==> src/thick_line_disc_brush_raster_unit_macros.svh <==
// ----------------------------------------------------------------------------
// thick line rasterizer assertion macros
// shared concurrent assertion forms, clocked on clk and held off during arst_n
// ----------------------------------------------------------------------------
`ifndef THICK_LINE_DISC_BRUSH_RASTER_UNIT_MACROS_SVH
`define THICK_LINE_DISC_BRUSH_RASTER_UNIT_MACROS_SVH

// consequent must hold in the same cycle as the antecedent
`define TLB_ASSERT_NOW(name, ante, cons) \
	name: assert property (@(posedge clk) disable iff (!arst_n) (ante) |-> (cons)) \
		else $error("tlb assertion failed");

// consequent must hold in the cycle after the antecedent
`define TLB_ASSERT_NEXT(name, ante, cons) \
	name: assert property (@(posedge clk) disable iff (!arst_n) (ante) |=> (cons)) \
		else $error("tlb assertion failed");

`endif

==> src/tlb_pkg.sv <==
// ----------------------------------------------------------------------------
// tlb_pkg
// shared types and constants of the thick line rasterizer
// ----------------------------------------------------------------------------
package tlb_pkg;

	localparam int PIX_BITS       = 12;
	localparam int SIZE_BITS      = 13;
	localparam int RADIUS_BITS    = 6;
	localparam int COLOR_BITS     = 32;
	localparam int CFG_INDEX_BITS = 2;
	localparam int CFG_DATA_BITS  = 32;

	localparam logic [SIZE_BITS-1:0]   CANVAS_LIMIT  = 13'd4096;
	localparam logic [SIZE_BITS-1:0]   WIDTH_RESET   = 13'd1024;
	localparam logic [SIZE_BITS-1:0]   HEIGHT_RESET  = 13'd1024;
	localparam logic [RADIUS_BITS-1:0] RADIUS_RESET  = 6'd5;
	localparam logic [COLOR_BITS-1:0]  COLOR_RESET   = 32'd0;

	typedef enum logic [CFG_INDEX_BITS-1:0] {
		REG_CANVAS_WIDTH  = 2'd0,
		REG_CANVAS_HEIGHT = 2'd1,
		REG_BRUSH_RADIUS  = 2'd2,
		REG_BRUSH_COLOR   = 2'd3
	} reg_index_t;

	typedef enum logic {
		OP_TICK = 1'b0,
		OP_LOAD = 1'b1
	} op_t;

	typedef enum logic [1:0] {
		ST_IDLE = 2'd0,
		ST_DIV  = 2'd1,
		ST_OUT  = 2'd2
	} state_t;

	typedef struct packed {
		logic take_tick;
		logic take_load;
		logic out_load;
	} dp_cmd_t;

	typedef struct packed {
		logic div_done;
	} dp_status_t;

endpackage

==> src/tlb_channels.sv <==
// ----------------------------------------------------------------------------
// tlb channels
// valid/ready channels for segment commands, pixel results and register writes
// ----------------------------------------------------------------------------
interface tlb_cmd_if #(parameter int CoordBits = 13) ();
	logic                        valid;
	logic                        ready;
	logic                        op;
	logic signed [CoordBits-1:0] start_x;
	logic signed [CoordBits-1:0] start_y;
	logic signed [CoordBits-1:0] end_x;
	logic signed [CoordBits-1:0] end_y;

	modport source(output valid, op, start_x, start_y, end_x, end_y, input ready);
	modport sink(input valid, op, start_x, start_y, end_x, end_y, output ready);
endinterface

interface tlb_pix_if import tlb_pkg::*; ();
	logic                  valid;
	logic                  ready;
	logic                  write_enable;
	logic [PIX_BITS-1:0]   pixel_x;
	logic [PIX_BITS-1:0]   pixel_y;
	logic [COLOR_BITS-1:0] pixel_color;
	logic                  busy_res;

	modport source(output valid, write_enable, pixel_x, pixel_y, pixel_color, busy_res,
		input ready);
	modport sink(input valid, write_enable, pixel_x, pixel_y, pixel_color, busy_res,
		output ready);
endinterface

interface tlb_cfg_if import tlb_pkg::*; ();
	logic                      valid;
	logic                      ready;
	logic [CFG_INDEX_BITS-1:0] index;
	logic [CFG_DATA_BITS-1:0]  data;

	modport source(output valid, index, data, input ready);
	modport sink(input valid, index, data, output ready);
endinterface

==> src/tlb_div.sv <==
// ----------------------------------------------------------------------------
// tlb_div
// restoring divider, one quotient bit per cycle, for the fixed point slope
// ----------------------------------------------------------------------------
module tlb_div #(
	parameter int NumBits  = 13,
	parameter int FracBits = 16
) (
	input  logic                clk,
	input  logic                arst_n,
	input  logic                start,
	input  logic [NumBits-1:0]  dividend,
	input  logic [NumBits-1:0]  divisor,
	output logic                done,
	output logic [FracBits:0]   quotient
);

	localparam int CntBits = $clog2(FracBits + 1);

	logic               busy_q;
	logic               done_q;
	logic [CntBits-1:0] cnt_q;
	logic [NumBits:0]   rem_q;
	logic [NumBits-1:0] div_q;
	logic [FracBits:0]  quot_q;

	logic               ge;
	logic [NumBits:0]   diff;

	// the remainder shifts left each step, and the quotient register holds FracBits+1 bits
	always_comb begin
		ge   = rem_q >= {1'b0, div_q};
		diff = ge ? rem_q - {1'b0, div_q} : rem_q;
	end

	always_ff @(posedge clk or negedge arst_n) begin
		if (!arst_n) begin
			busy_q <= 1'b0;
			done_q <= 1'b0;
			cnt_q  <= '0;
		end else begin
			done_q <= 1'b0;
			if (start) begin
				busy_q <= 1'b1;
				cnt_q  <= CntBits'(FracBits);
			end else if (busy_q) begin
				if (cnt_q == '0) begin
					busy_q <= 1'b0;
					done_q <= 1'b1;
				end else begin
					cnt_q <= cnt_q - 1'b1;
				end
			end
		end
	end

	always_ff @(posedge clk) begin
		if (start) begin
			rem_q <= {1'b0, dividend};
			div_q <= divisor;
		end else if (busy_q) begin
			rem_q  <= {diff[NumBits-1:0], 1'b0};
			quot_q <= {quot_q[FracBits-1:0], ge};
		end
	end

	assign done     = done_q;
	assign quotient = quot_q;

endmodule

==> src/tlb_datapath.sv <==
// ----------------------------------------------------------------------------
// tlb_datapath
// segment state, brush stepping, pixel arithmetic, clamping and result register
// ----------------------------------------------------------------------------
module tlb_datapath import tlb_pkg::*; #(
	parameter int CoordBits = 13,
	parameter int FracBits  = 16,
	parameter int MaxRadius = 50
) (
	input  logic                        clk,
	input  logic                        arst_n,
	input  dp_cmd_t                     cmd,
	output dp_status_t                  status,
	input  logic                        cfg_write,
	input  logic [CFG_INDEX_BITS-1:0]   cfg_index,
	input  logic [CFG_DATA_BITS-1:0]    cfg_data,
	input  logic signed [CoordBits-1:0] start_x,
	input  logic signed [CoordBits-1:0] start_y,
	input  logic signed [CoordBits-1:0] end_x,
	input  logic signed [CoordBits-1:0] end_y,
	output logic                        write_enable,
	output logic [PIX_BITS-1:0]         pixel_x,
	output logic [PIX_BITS-1:0]         pixel_y,
	output logic [COLOR_BITS-1:0]       pixel_color,
	output logic                        busy_res
);

	localparam int C         = CoordBits;
	localparam int RadBits   = $clog2(MaxRadius + 1);
	localparam int OffBits   = RadBits + 1;
	localparam int SlopeBits = FracBits + 2;
	localparam int ProdBits  = SlopeBits + C + 1;
	localparam int AccBits   = ProdBits + 1;
	localparam int MinorBits = AccBits - FracBits;
	localparam int CmpBits   = (MinorBits > SIZE_BITS ? MinorBits : SIZE_BITS) + 1;

	localparam logic signed [OffBits:0] OFF_ONE = 1;
	localparam logic signed [C:0]       POS_ONE = 1;

	// configuration registers
	logic [SIZE_BITS-1:0]   canvas_w_q;
	logic [SIZE_BITS-1:0]   canvas_h_q;
	logic [RADIUS_BITS-1:0] radius_q;
	logic [COLOR_BITS-1:0]  color_q;

	// segment state
	logic                        major_is_y_q;
	logic signed [C-1:0]         major_pos_q;
	logic signed [C-1:0]         major_end_q;
	logic signed [C-1:0]         major_start_q;
	logic signed [C-1:0]         minor_start_q;
	logic signed [SlopeBits-1:0] slope_q;
	logic signed [OffBits-1:0]   off_i_q;
	logic signed [OffBits-1:0]   off_j_q;
	logic                        active_q;
	logic                        neg_q;

	// first stage of a candidate
	logic signed [ProdBits-1:0] prod_s1;
	logic signed [C:0]          base_s1;
	logic signed [C:0]          majoff_s1;
	logic                       y_s1;
	logic                       draw_s1;
	logic                       busy_s1;
	logic                       load_s1;

	// result register
	logic                  we_q;
	logic [PIX_BITS-1:0]   px_q;
	logic [PIX_BITS-1:0]   py_q;
	logic [COLOR_BITS-1:0] out_color_q;
	logic                  busy_q;

	logic                  div_done;
	logic [FracBits:0]     quotient;

	// live radius
	logic [RadBits-1:0]        r_eff;
	logic signed [OffBits-1:0] r_neg;
	logic signed [OffBits:0]   r_cmp;

	always_comb begin
		r_eff = (radius_q > RADIUS_BITS'(MaxRadius)) ? RadBits'(MaxRadius)
			: radius_q[RadBits-1:0];
		r_neg = -$signed({1'b0, r_eff});
		r_cmp = $signed({2'b00, r_eff});
	end

	// segment setup
	logic signed [C:0]   dx, dy, dmaj, dmin;
	logic [C:0]          adx, ady, amin;
	logic                y_major, swap;
	logic signed [C-1:0] m0, m1, n0, n1, lo_m, hi_m, lo_n, hi_n;
	logic                seg_live;

	always_comb begin
		dx      = {end_x[C-1], end_x} - {start_x[C-1], start_x};
		dy      = {end_y[C-1], end_y} - {start_y[C-1], start_y};
		adx     = dx[C] ? -dx : dx;
		ady     = dy[C] ? -dy : dy;
		y_major = ady > adx;
		m0      = y_major ? start_y : start_x;
		m1      = y_major ? end_y : end_x;
		n0      = y_major ? start_x : start_y;
		n1      = y_major ? end_x : end_y;
		swap    = m0 > m1;
		lo_m    = swap ? m1 : m0;
		hi_m    = swap ? m0 : m1;
		lo_n    = swap ? n1 : n0;
		hi_n    = swap ? n0 : n1;
		dmaj    = {hi_m[C-1], hi_m} - {lo_m[C-1], lo_m};
		dmin    = {hi_n[C-1], hi_n} - {lo_n[C-1], lo_n};
		amin    = dmin[C] ? -dmin : dmin;
		seg_live = hi_m != lo_m;
	end

	tlb_div #(
		.NumBits (C),
		.FracBits(FracBits)
	) u_div (
		.clk     (clk),
		.arst_n  (arst_n),
		.start   (cmd.take_load),
		.dividend(amin[C-1:0]),
		.divisor (dmaj[C-1:0]),
		.done    (div_done),
		.quotient(quotient)
	);

	assign status.div_done = div_done;

	// candidate arithmetic
	logic signed [C:0]           pos_delta;
	logic signed [ProdBits-1:0]  prod;
	logic signed [2*OffBits-1:0] ii, jj;
	logic [2*OffBits:0]          sq;
	logic [2*RadBits-1:0]        rr;
	logic signed [OffBits-1:0]   off_minor, off_major;
	logic signed [C:0]           base, majoff;
	logic signed [OffBits:0]     j_next, i_next;
	logic signed [C:0]           pos_next;
	logic                        wrap_j, wrap_i, seg_end;
	logic signed [SlopeBits-1:0] q_s;

	always_comb begin
		pos_delta = {major_pos_q[C-1], major_pos_q} - {major_start_q[C-1], major_start_q};
		prod      = slope_q * pos_delta;
		ii        = off_i_q * off_i_q;
		jj        = off_j_q * off_j_q;
		sq        = {1'b0, ii} + {1'b0, jj};
		rr        = r_eff * r_eff;
		off_minor = major_is_y_q ? off_i_q : off_j_q;
		off_major = major_is_y_q ? off_j_q : off_i_q;
		base      = {minor_start_q[C-1], minor_start_q}
			+ {{(C+1-OffBits){off_minor[OffBits-1]}}, off_minor};
		majoff    = {major_pos_q[C-1], major_pos_q}
			+ {{(C+1-OffBits){off_major[OffBits-1]}}, off_major};
		j_next    = {off_j_q[OffBits-1], off_j_q} + OFF_ONE;
		i_next    = {off_i_q[OffBits-1], off_i_q} + OFF_ONE;
		pos_next  = {major_pos_q[C-1], major_pos_q} + POS_ONE;
		wrap_j    = j_next > r_cmp;
		wrap_i    = i_next > r_cmp;
		seg_end   = wrap_j && wrap_i
			&& (pos_next >= $signed({major_end_q[C-1], major_end_q}));
		q_s       = $signed({1'b0, quotient});
	end

	// register writes
	always_ff @(posedge clk or negedge arst_n) begin
		if (!arst_n) begin
			canvas_w_q <= WIDTH_RESET;
			canvas_h_q <= HEIGHT_RESET;
			radius_q   <= RADIUS_RESET;
			color_q    <= COLOR_RESET;
		end else if (cfg_write) begin
			unique case (reg_index_t'(cfg_index))
				REG_CANVAS_WIDTH:  canvas_w_q <= cfg_data[SIZE_BITS-1:0];
				REG_CANVAS_HEIGHT: canvas_h_q <= cfg_data[SIZE_BITS-1:0];
				REG_BRUSH_RADIUS:  radius_q   <= cfg_data[RADIUS_BITS-1:0];
				REG_BRUSH_COLOR:   color_q    <= cfg_data[COLOR_BITS-1:0];
			endcase
		end
	end

	// segment state and brush stepping: j fastest, then i, then major position
	always_ff @(posedge clk or negedge arst_n) begin
		if (!arst_n) begin
			major_is_y_q  <= 1'b0;
			major_pos_q   <= '0;
			major_end_q   <= '0;
			major_start_q <= '0;
			minor_start_q <= '0;
			slope_q       <= '0;
			off_i_q       <= '0;
			off_j_q       <= '0;
			active_q      <= 1'b0;
			neg_q         <= 1'b0;
		end else if (cmd.take_load) begin
			major_is_y_q  <= y_major;
			major_pos_q   <= lo_m;
			major_end_q   <= hi_m;
			major_start_q <= lo_m;
			minor_start_q <= lo_n;
			slope_q       <= '0;
			off_i_q       <= r_neg;
			off_j_q       <= r_neg;
			active_q      <= seg_live;
			neg_q         <= dmin[C];
		end else if (div_done) begin
			if (!active_q) begin
				slope_q <= '0;
			end else begin
				slope_q <= neg_q ? -q_s : q_s;
			end
		end else if (cmd.take_tick && active_q) begin
			if (!wrap_j) begin
				off_j_q <= j_next[OffBits-1:0];
			end else begin
				off_j_q <= r_neg;
				if (!wrap_i) begin
					off_i_q <= i_next[OffBits-1:0];
				end else begin
					off_i_q     <= r_neg;
					major_pos_q <= pos_next[C-1:0];
					if (seg_end) begin
						active_q <= 1'b0;
					end
				end
			end
		end
	end

	always_ff @(posedge clk) begin
		if (cmd.take_load) begin
			load_s1 <= 1'b1;
			draw_s1 <= 1'b0;
			busy_s1 <= seg_live;
		end else if (cmd.take_tick) begin
			load_s1   <= 1'b0;
			draw_s1   <= active_q && (sq < {3'b000, rr});
			busy_s1   <= active_q && !seg_end;
			prod_s1   <= prod;
			base_s1   <= base;
			majoff_s1 <= majoff;
			y_s1      <= major_is_y_q;
		end
	end

	// second stage: fold in the minor base, truncate toward zero, clamp
	logic signed [AccBits-1:0]   acc;
	logic signed [MinorBits-1:0] minor_fl, minor, majoff_w, px_v, py_v;
	logic                        round_up;

	always_comb begin
		acc      = {{(AccBits-ProdBits){prod_s1[ProdBits-1]}}, prod_s1}
			+ {{(AccBits-C-1-FracBits){base_s1[C]}}, base_s1, {FracBits{1'b0}}};
		minor_fl = acc[AccBits-1:FracBits];
		round_up = acc[AccBits-1] && (|acc[FracBits-1:0]);
		minor    = minor_fl + $signed({{(MinorBits-1){1'b0}}, round_up});
		majoff_w = {{(MinorBits-C-1){majoff_s1[C]}}, majoff_s1};
		px_v     = y_s1 ? minor : majoff_w;
		py_v     = y_s1 ? majoff_w : minor;
	end

	function automatic logic [PIX_BITS-1:0] clamp_coord(
		input logic signed [MinorBits-1:0] v,
		input logic [SIZE_BITS-1:0]        size
	);
		logic [SIZE_BITS-1:0]      eff;
		logic [SIZE_BITS-1:0]      top;
		logic signed [CmpBits-1:0] v_w;
		logic signed [CmpBits-1:0] top_w;
		if (size == '0) begin
			eff = SIZE_BITS'(1);
		end else if (size > CANVAS_LIMIT) begin
			eff = CANVAS_LIMIT;
		end else begin
			eff = size;
		end
		top   = eff - 1'b1;
		v_w   = {{(CmpBits-MinorBits){v[MinorBits-1]}}, v};
		top_w = $signed({{(CmpBits-SIZE_BITS){1'b0}}, top});
		if (v_w[CmpBits-1]) begin
			return '0;
		end else if (v_w > top_w) begin
			return top[PIX_BITS-1:0];
		end
		return v_w[PIX_BITS-1:0];
	endfunction

	always_ff @(posedge clk) begin
		if (cmd.out_load) begin
			we_q   <= draw_s1 && !load_s1;
			busy_q <= busy_s1;
			if (draw_s1 && !load_s1) begin
				px_q        <= clamp_coord(px_v, canvas_w_q);
				py_q        <= clamp_coord(py_v, canvas_h_q);
				out_color_q <= color_q;
			end else begin
				px_q        <= '0;
				py_q        <= '0;
				out_color_q <= '0;
			end
		end
	end

	assign write_enable = we_q;
	assign pixel_x      = px_q;
	assign pixel_y      = py_q;
	assign pixel_color  = out_color_q;
	assign busy_res     = busy_q;

endmodule

==> src/tlb_ctrl.sv <==
// ----------------------------------------------------------------------------
// tlb_ctrl
// sequencer: accepts one word, waits out the slope divider on a load, hands off the result
// ----------------------------------------------------------------------------
`include "thick_line_disc_brush_raster_unit_macros.svh"

module tlb_ctrl import tlb_pkg::*; (
	input  logic       clk,
	input  logic       arst_n,
	input  logic       in_valid,
	input  logic       in_op,
	output logic       in_ready,
	output logic       out_valid,
	input  logic       out_ready,
	input  dp_status_t status,
	output dp_cmd_t    cmd
);

	state_t st_q;
	state_t st_d;
	logic   out_valid_q;

	always_comb begin
		st_d = st_q;
		unique case (st_q)
			ST_IDLE: begin
				if (in_valid) begin
					st_d = (in_op == OP_LOAD) ? ST_DIV : ST_OUT;
				end
			end
			ST_DIV: begin
				if (status.div_done) begin
					st_d = ST_OUT;
				end
			end
			ST_OUT: begin
				if (!out_valid_q || out_ready) begin
					st_d = ST_IDLE;
				end
			end
			default: st_d = ST_IDLE;
		endcase
	end

	always_comb begin
		in_ready      = st_q == ST_IDLE;
		cmd.take_tick = in_ready && in_valid && (in_op == OP_TICK);
		cmd.take_load = in_ready && in_valid && (in_op == OP_LOAD);
		// result register is free once the previous word leaves
		cmd.out_load  = (st_q == ST_OUT) && (!out_valid_q || out_ready);
		out_valid     = out_valid_q;
	end

	always_ff @(posedge clk or negedge arst_n) begin
		if (!arst_n) begin
			st_q        <= ST_IDLE;
			out_valid_q <= 1'b0;
		end else begin
			st_q <= st_d;
			if (cmd.out_load) begin
				out_valid_q <= 1'b1;
			end else if (out_ready) begin
				out_valid_q <= 1'b0;
			end
		end
	end

	`TLB_ASSERT_NEXT(a_accept_leaves_idle, in_valid && in_ready, st_q != ST_IDLE)
	`TLB_ASSERT_NOW(a_div_done_in_div, status.div_done, st_q == ST_DIV)
	`TLB_ASSERT_NEXT(a_result_held, (st_q == ST_OUT) && out_valid_q && !out_ready, st_q == ST_OUT)

endmodule

==> src/thick_line_disc_brush_raster_unit.sv <==
// tick word: the candidate passes through the first stage into the result register, and
// the next word is taken once it is there; load word: the result waits for the bit-serial slope
// divider (one quotient bit per cycle), and the next word is taken once that result is in the register
// one word in flight; the result register lets the next word in while a result waits
// reset (arst_n low, asynchronous): no segment loaded, configuration registers at their reset values
// ----------------------------------------------------------------------------
// thick_line_disc_brush_raster_unit
// line rasterizer with a round brush, one candidate pixel per tick word
// ----------------------------------------------------------------------------
module thick_line_disc_brush_raster_unit import tlb_pkg::*; #(
	parameter int COORD_BITS = 13,
	parameter int FRAC_BITS  = 16,
	parameter int MAX_RADIUS = 50
) (
	input  logic      clk,
	input  logic      arst_n,
	tlb_cmd_if.sink   cmd,
	tlb_pix_if.source pix,
	tlb_cfg_if.sink   cfg
);

	dp_cmd_t    dp_cmd;
	dp_status_t dp_status;

	assign cfg.ready = 1'b1;

	tlb_ctrl u_ctrl (
		.clk      (clk),
		.arst_n   (arst_n),
		.in_valid (cmd.valid),
		.in_op    (cmd.op),
		.in_ready (cmd.ready),
		.out_valid(pix.valid),
		.out_ready(pix.ready),
		.status   (dp_status),
		.cmd      (dp_cmd)
	);

	tlb_datapath #(
		.CoordBits(COORD_BITS),
		.FracBits (FRAC_BITS),
		.MaxRadius(MAX_RADIUS)
	) u_datapath (
		.clk         (clk),
		.arst_n      (arst_n),
		.cmd         (dp_cmd),
		.status      (dp_status),
		.cfg_write   (cfg.valid),
		.cfg_index   (cfg.index),
		.cfg_data    (cfg.data),
		.start_x     (cmd.start_x),
		.start_y     (cmd.start_y),
		.end_x       (cmd.end_x),
		.end_y       (cmd.end_y),
		.write_enable(pix.write_enable),
		.pixel_x     (pix.pixel_x),
		.pixel_y     (pix.pixel_y),
		.pixel_color (pix.pixel_color),
		.busy_res    (pix.busy_res)
	);

endmodule

==> src/flat_wrapper.sv <==
// flat-port wrapper written by rule: the top's interface ports become plain ports
module thick_line_disc_brush_raster_unit_flat import tlb_pkg::*;
#(
	parameter int COORD_BITS = 13,
	parameter int FRAC_BITS  = 16,
	parameter int MAX_RADIUS = 50
)
  (clk, arst_n, cmd_valid, cmd_op, cmd_start_x, cmd_start_y, cmd_end_x, cmd_end_y, cmd_ready, pix_valid, pix_write_enable, pix_pixel_x, pix_pixel_y, pix_pixel_color, pix_busy_res, pix_ready, cfg_valid, cfg_index, cfg_data, cfg_ready);
  tlb_cmd_if #(.CoordBits(COORD_BITS)) cmd_i ();
  tlb_pix_if pix_i ();
  tlb_cfg_if cfg_i ();
  input  logic clk;
  input  logic arst_n;
  input wire logic [$bits(cmd_i.valid)-1:0] cmd_valid;
  input wire logic [$bits(cmd_i.op)-1:0] cmd_op;
  input wire logic [$bits(cmd_i.start_x)-1:0] cmd_start_x;
  input wire logic [$bits(cmd_i.start_y)-1:0] cmd_start_y;
  input wire logic [$bits(cmd_i.end_x)-1:0] cmd_end_x;
  input wire logic [$bits(cmd_i.end_y)-1:0] cmd_end_y;
  output wire logic [$bits(cmd_i.ready)-1:0] cmd_ready;
  output wire logic [$bits(pix_i.valid)-1:0] pix_valid;
  output wire logic [$bits(pix_i.write_enable)-1:0] pix_write_enable;
  output wire logic [$bits(pix_i.pixel_x)-1:0] pix_pixel_x;
  output wire logic [$bits(pix_i.pixel_y)-1:0] pix_pixel_y;
  output wire logic [$bits(pix_i.pixel_color)-1:0] pix_pixel_color;
  output wire logic [$bits(pix_i.busy_res)-1:0] pix_busy_res;
  input wire logic [$bits(pix_i.ready)-1:0] pix_ready;
  input wire logic [$bits(cfg_i.valid)-1:0] cfg_valid;
  input wire logic [$bits(cfg_i.index)-1:0] cfg_index;
  input wire logic [$bits(cfg_i.data)-1:0] cfg_data;
  output wire logic [$bits(cfg_i.ready)-1:0] cfg_ready;
  assign cmd_i.valid = cmd_valid;
  assign cmd_i.op = cmd_op;
  assign cmd_i.start_x = cmd_start_x;
  assign cmd_i.start_y = cmd_start_y;
  assign cmd_i.end_x = cmd_end_x;
  assign cmd_i.end_y = cmd_end_y;
  assign cmd_ready = cmd_i.ready;
  assign pix_valid = pix_i.valid;
  assign pix_write_enable = pix_i.write_enable;
  assign pix_pixel_x = pix_i.pixel_x;
  assign pix_pixel_y = pix_i.pixel_y;
  assign pix_pixel_color = pix_i.pixel_color;
  assign pix_busy_res = pix_i.busy_res;
  assign pix_i.ready = pix_ready;
  assign cfg_i.valid = cfg_valid;
  assign cfg_i.index = cfg_index;
  assign cfg_i.data = cfg_data;
  assign cfg_ready = cfg_i.ready;
  thick_line_disc_brush_raster_unit #(.COORD_BITS(COORD_BITS), .FRAC_BITS(FRAC_BITS), .MAX_RADIUS(MAX_RADIUS)) u_core (.clk(clk), .arst_n(arst_n), .cmd(cmd_i), .pix(pix_i), .cfg(cfg_i));
endmodule
==> config.mk <==
export PLATFORM = sky130hd
export DESIGN_NAME = thick_line_disc_brush_raster_unit_flat
export DESIGN_NICKNAME = d
export VERILOG_FILES = /design/src/tlb_pkg.sv /design/src/tlb_channels.sv /design/src/tlb_div.sv /design/src/tlb_datapath.sv /design/src/tlb_ctrl.sv /design/src/thick_line_disc_brush_raster_unit.sv /design/src/flat_wrapper.sv
export VERILOG_INCLUDE_DIRS = /design/src /design/src/src
export SDC_FILE = /design/constraint.sdc
export NUM_CORES = 2
export LEC_CHECK = 0
export ABC_AREA = 1
export BUFFER_PORTS_ARGS = -buffer_cell sky130_fd_sc_hd__buf_2
export CORE_MARGIN = 2
export CORE_UTILIZATION = 40
export CTS_CLUSTER_SIZE = 40
export DETAILED_ROUTE_END_ITERATION = 12
export SETUP_SLACK_MARGIN = 0.15
export SLEW_MARGIN = 25
export SYNTH_ARGS = -nofsm -noshare
export SYNTH_HDL_FRONTEND = slang
export SYNTH_HIERARCHICAL = 1
export SYNTH_SLANG_ARGS = --single-unit
==> constraint.sdc <==
create_clock -name clk -period 23.8 [get_ports clk]
set_clock_uncertainty 0.1 [all_clocks]
set_input_delay 1.19 -clock clk [delete_from_list [all_inputs] [get_ports clk]]
set_output_delay 1.19 -clock clk [all_outputs]
set_load 0.05 [all_outputs]
==> metrics.cfg <==
[clock_network]
htreeDepth = 2
cts-resized-gates = 0
cts_buffers = 40
clk_pin_slew_ns = 0.06
cts_tree = done
clock_latency_ns = 0.59
cts_buffer_depth = 3
clock-sinks = 327
post-cts-setup-buffers = 0
root_buffer = clkbuf_16
hold_buffers = 0

[floorplanning]
io_pins = 153
start_util_pct = 40.4
dieWidth_um = 309
core_area_mm2 = 0.0918
die_area_mm2 = 0.0952
fp.dieH_um = 309
row_count = 111

[routing]
drtAntennaViolNets = 0
drc_errors = 0
drt_iter0_markers = 1819
post_drt_wl_per_cell_um = 16.4
via_per_inst = 5.00
first_pass_iters = 7
vias = 30200
wl_um = 99400

[synth]
synth_fa_ha_area_share_pct = 29.7
yosys_register_bits = 327
synth-compound-area-share_pct = 10.5
yosys.area_share.simple_pct = 19.0
synth_cells = 4692
ys_async_sr_fraction_pct = 49.2
synth_mux_area_share_pct = 0.0573
synth_area_mm2 = 0.0371
yosys_warnings = 6
ys_seq_area_share_pct = 24.2
avgSynthCellArea_um2 = 7.91
synth_cell_type_count = 67
synth_top_flop_cell = edfxtp_1
syn_nets = 5466
yosys.area_share.xor_xnor_pct = 5.83
synth_edf_count = 163
synth_top_family_by_area = adder cells

[place]
hpwlAfterDp_um = 82000
globalplace.congestion = 0.910
numPortBuffers = 151

[layout]
fin_nets = 5539
final_common_cell = nand2_1
drive_gt1_share_pct = 6.71
area_delta_synth_final_pct = 8.84
num_antenna_cells = 0
final_cell_mix = nand2_1 (996), inv_1 (879), ha_1 (353), nor2_1 (350), fa_1 (329)

[critical_path]
crit_type = primary input to flop
cp-start-kind = primary input
required_ns = 24.03
path_max_fanout = 100
crit_top_cell = inv_1
cp_slowest_stage_delay_ns = 0.68
cp-end-kind = flop
cp_slowest_cell = nand3_1
cp.arrival_ns = 12.38

[hold_path]
hp-class = flop to flop

[timing]
maxSlewHeadroom_pct = 31.2
grt_setup_unrepaired = false
setup_tns_ns = 0
worst_pin_slew_ns = 1.03
whs_ns = 0.377
report.final.slew_viol_count = 0
min_period_ns = 12.15
finalCritPeriodShare_pct = 51.0
finalHoldViolations = 0
fmaxAchievable_ghz = 0.0823
finalSetupViolCount = 0

[grt]
grt_start_max_net_pins = 101
antenna_found_initial = 1
grt_pass1_vias = 30000
grt_usage_pct = 21.2
grt_overflow = 0
grt_first_pass_wirelength_um = 160000

[run]
cap_violations = 0

[status]
status = complete, no violations

==> per-stage QoR <==
| stage | cells | instance area [um^2] | utilization, % | setup WS [ns] |
|---|---|---|---|---|
| 2_1_floorplan | 4692 | 37100 | - | 13.78 |
| 3_3_place_gp | 5966 | 39000 | 42.5 | 11.37 |
| 3_5_place_dp | 5966 | 39000 | 42.5 | 11.18 |
| 4_1_cts | 6040 | 40400 | 44.0 | 11.79 |
| 5_1_grt | 6040 | 40400 | 44.0 | 10.39 |
| 6_report | 6040 | 40400 | 44.0 | 11.65 |
==> Yosys cell counts, types with 14 or more instances <==
library cell	instances	area [um^2]
nand3_1	171	856
nand4_1	35	219
dfrtp_1	157	3930
a21oi_1	284	1420
ha_1	353	4420
edfxtp_1	163	4890
xnor2_1	76	666
nor2_1	352	1320
o21bai_1	29	218
nor3_1	37	185
o22ai_1	18	113
fa_1	329	6590
xor2_1	171	1500
clkbuf_1	102	383
nand3b_1	17	128
nand2_2	21	131
or2_2	14	87.6
inv_1	879	3300
buf_2	15	75.1
nand2_1	996	3740
nor4_1	17	106
o21ai_0	287	1440
==> sequential cells by signal, summed over array words and instances (netlist names), 12 cells and up <==
register	flops
u_core/u_datapath/color_q	32
u_core/u_datapath/pixel_color	32
u_core/u_datapath/prod_s1	32
u_core/u_datapath/slope_q	18
u_core/u_datapath/u_div/quotient	17
u_core/u_datapath/base_s1	14
u_core/u_datapath/majoff_s1	14
u_core/u_datapath/u_div/rem_q	14
u_core/u_datapath/canvas_h_q	13
u_core/u_datapath/canvas_w_q	13
u_core/u_datapath/major_end_q	13
u_core/u_datapath/major_pos_q	13
u_core/u_datapath/major_start_q	13
u_core/u_datapath/minor_start_q	13
u_core/u_datapath/u_div/div_q	13
u_core/u_datapath/pixel_x	12
u_core/u_datapath/pixel_y	12
==> metal layers <==
metal / global-route usage, % / vias up / wire, um
li1: - / 15000 / -
met3: 2.76 / 154 / 5640
met2: 35.3 / 808 / 45700
met1: 28.7 / 14200 / 44600
met5: 0 / - / 0
met4: 6.65 / 0 / 3430
==> worst max-delay path, delay by kind of cell <==
family	cells	cell delay [ns]
adders and majority gates	4	1.39
AOI/OAI and AO/OA	21	4.16
xor gates and xnor gates	2	0.30
and+or+nand+nor	18	3.64
buffers and inverters	12	1.64
==> cell families (layout without fill, tap and decap cells) <==
group                    after synthesis  after routing
adder cells (fa/ha/maj)              682            682
other                                  1              1
AO/OA/AOI/OAI                        712            712
multiplexers                           2              2
XOR/XNOR                             247            247
buffers and inverters               1029           1134
AND/OR/NAND/NOR                     1692           1692
flip-flops                           327            327
==> path summary, 6_finish.rpt <==
path / startpoint / depth (start not counted) / endpoint / slack (ns)
hold reg to reg: u_core/u_datapath/u_div/quotient[0]$_DFFE_PP_ / 0 / u_core/u_datapath/u_div/quotient[1]$_DFFE_PP_ / 0.38
min in group asynchronous: arst_n / 1 / u_core/u_datapath/color_q[8]$_DFFE_PN0P_ / 0.51
setup / recovery: cmd_start_y[2] / 57 / u_core/u_datapath/u_div/rem_q[7]$_DFFE_PP_ / 11.65
max in group asynchronous: arst_n / 3 / u_core/u_datapath/minor_start_q[7]$_DFFE_PN0P_ / 21.14
hold / removal: u_core/u_datapath/u_div/quotient[0]$_DFFE_PP_ / 0 / u_core/u_datapath/u_div/quotient[1]$_DFFE_PP_ / 0.38
setup reg to reg: u_core/u_datapath/major_pos_q[0]$_DFFE_PN0P_ / 41 / u_core/u_datapath/prod_s1[28]$_DFFE_PP_ / 13.99
==> cell type report <==
class                      count  area (um^2)
sequential                   327         8990
fill                        9286        51400
timing repair buffer         170          905
clock inverter                23          299
multi-input combinational   3336        24200
tap                         1243         1560
inverter                     890         3340
clock buffer                  51         1110
Power is left out: the tool's default activity adds up to more than one toggle a clock period on the data nets, which glitch-free logic cannot reach.
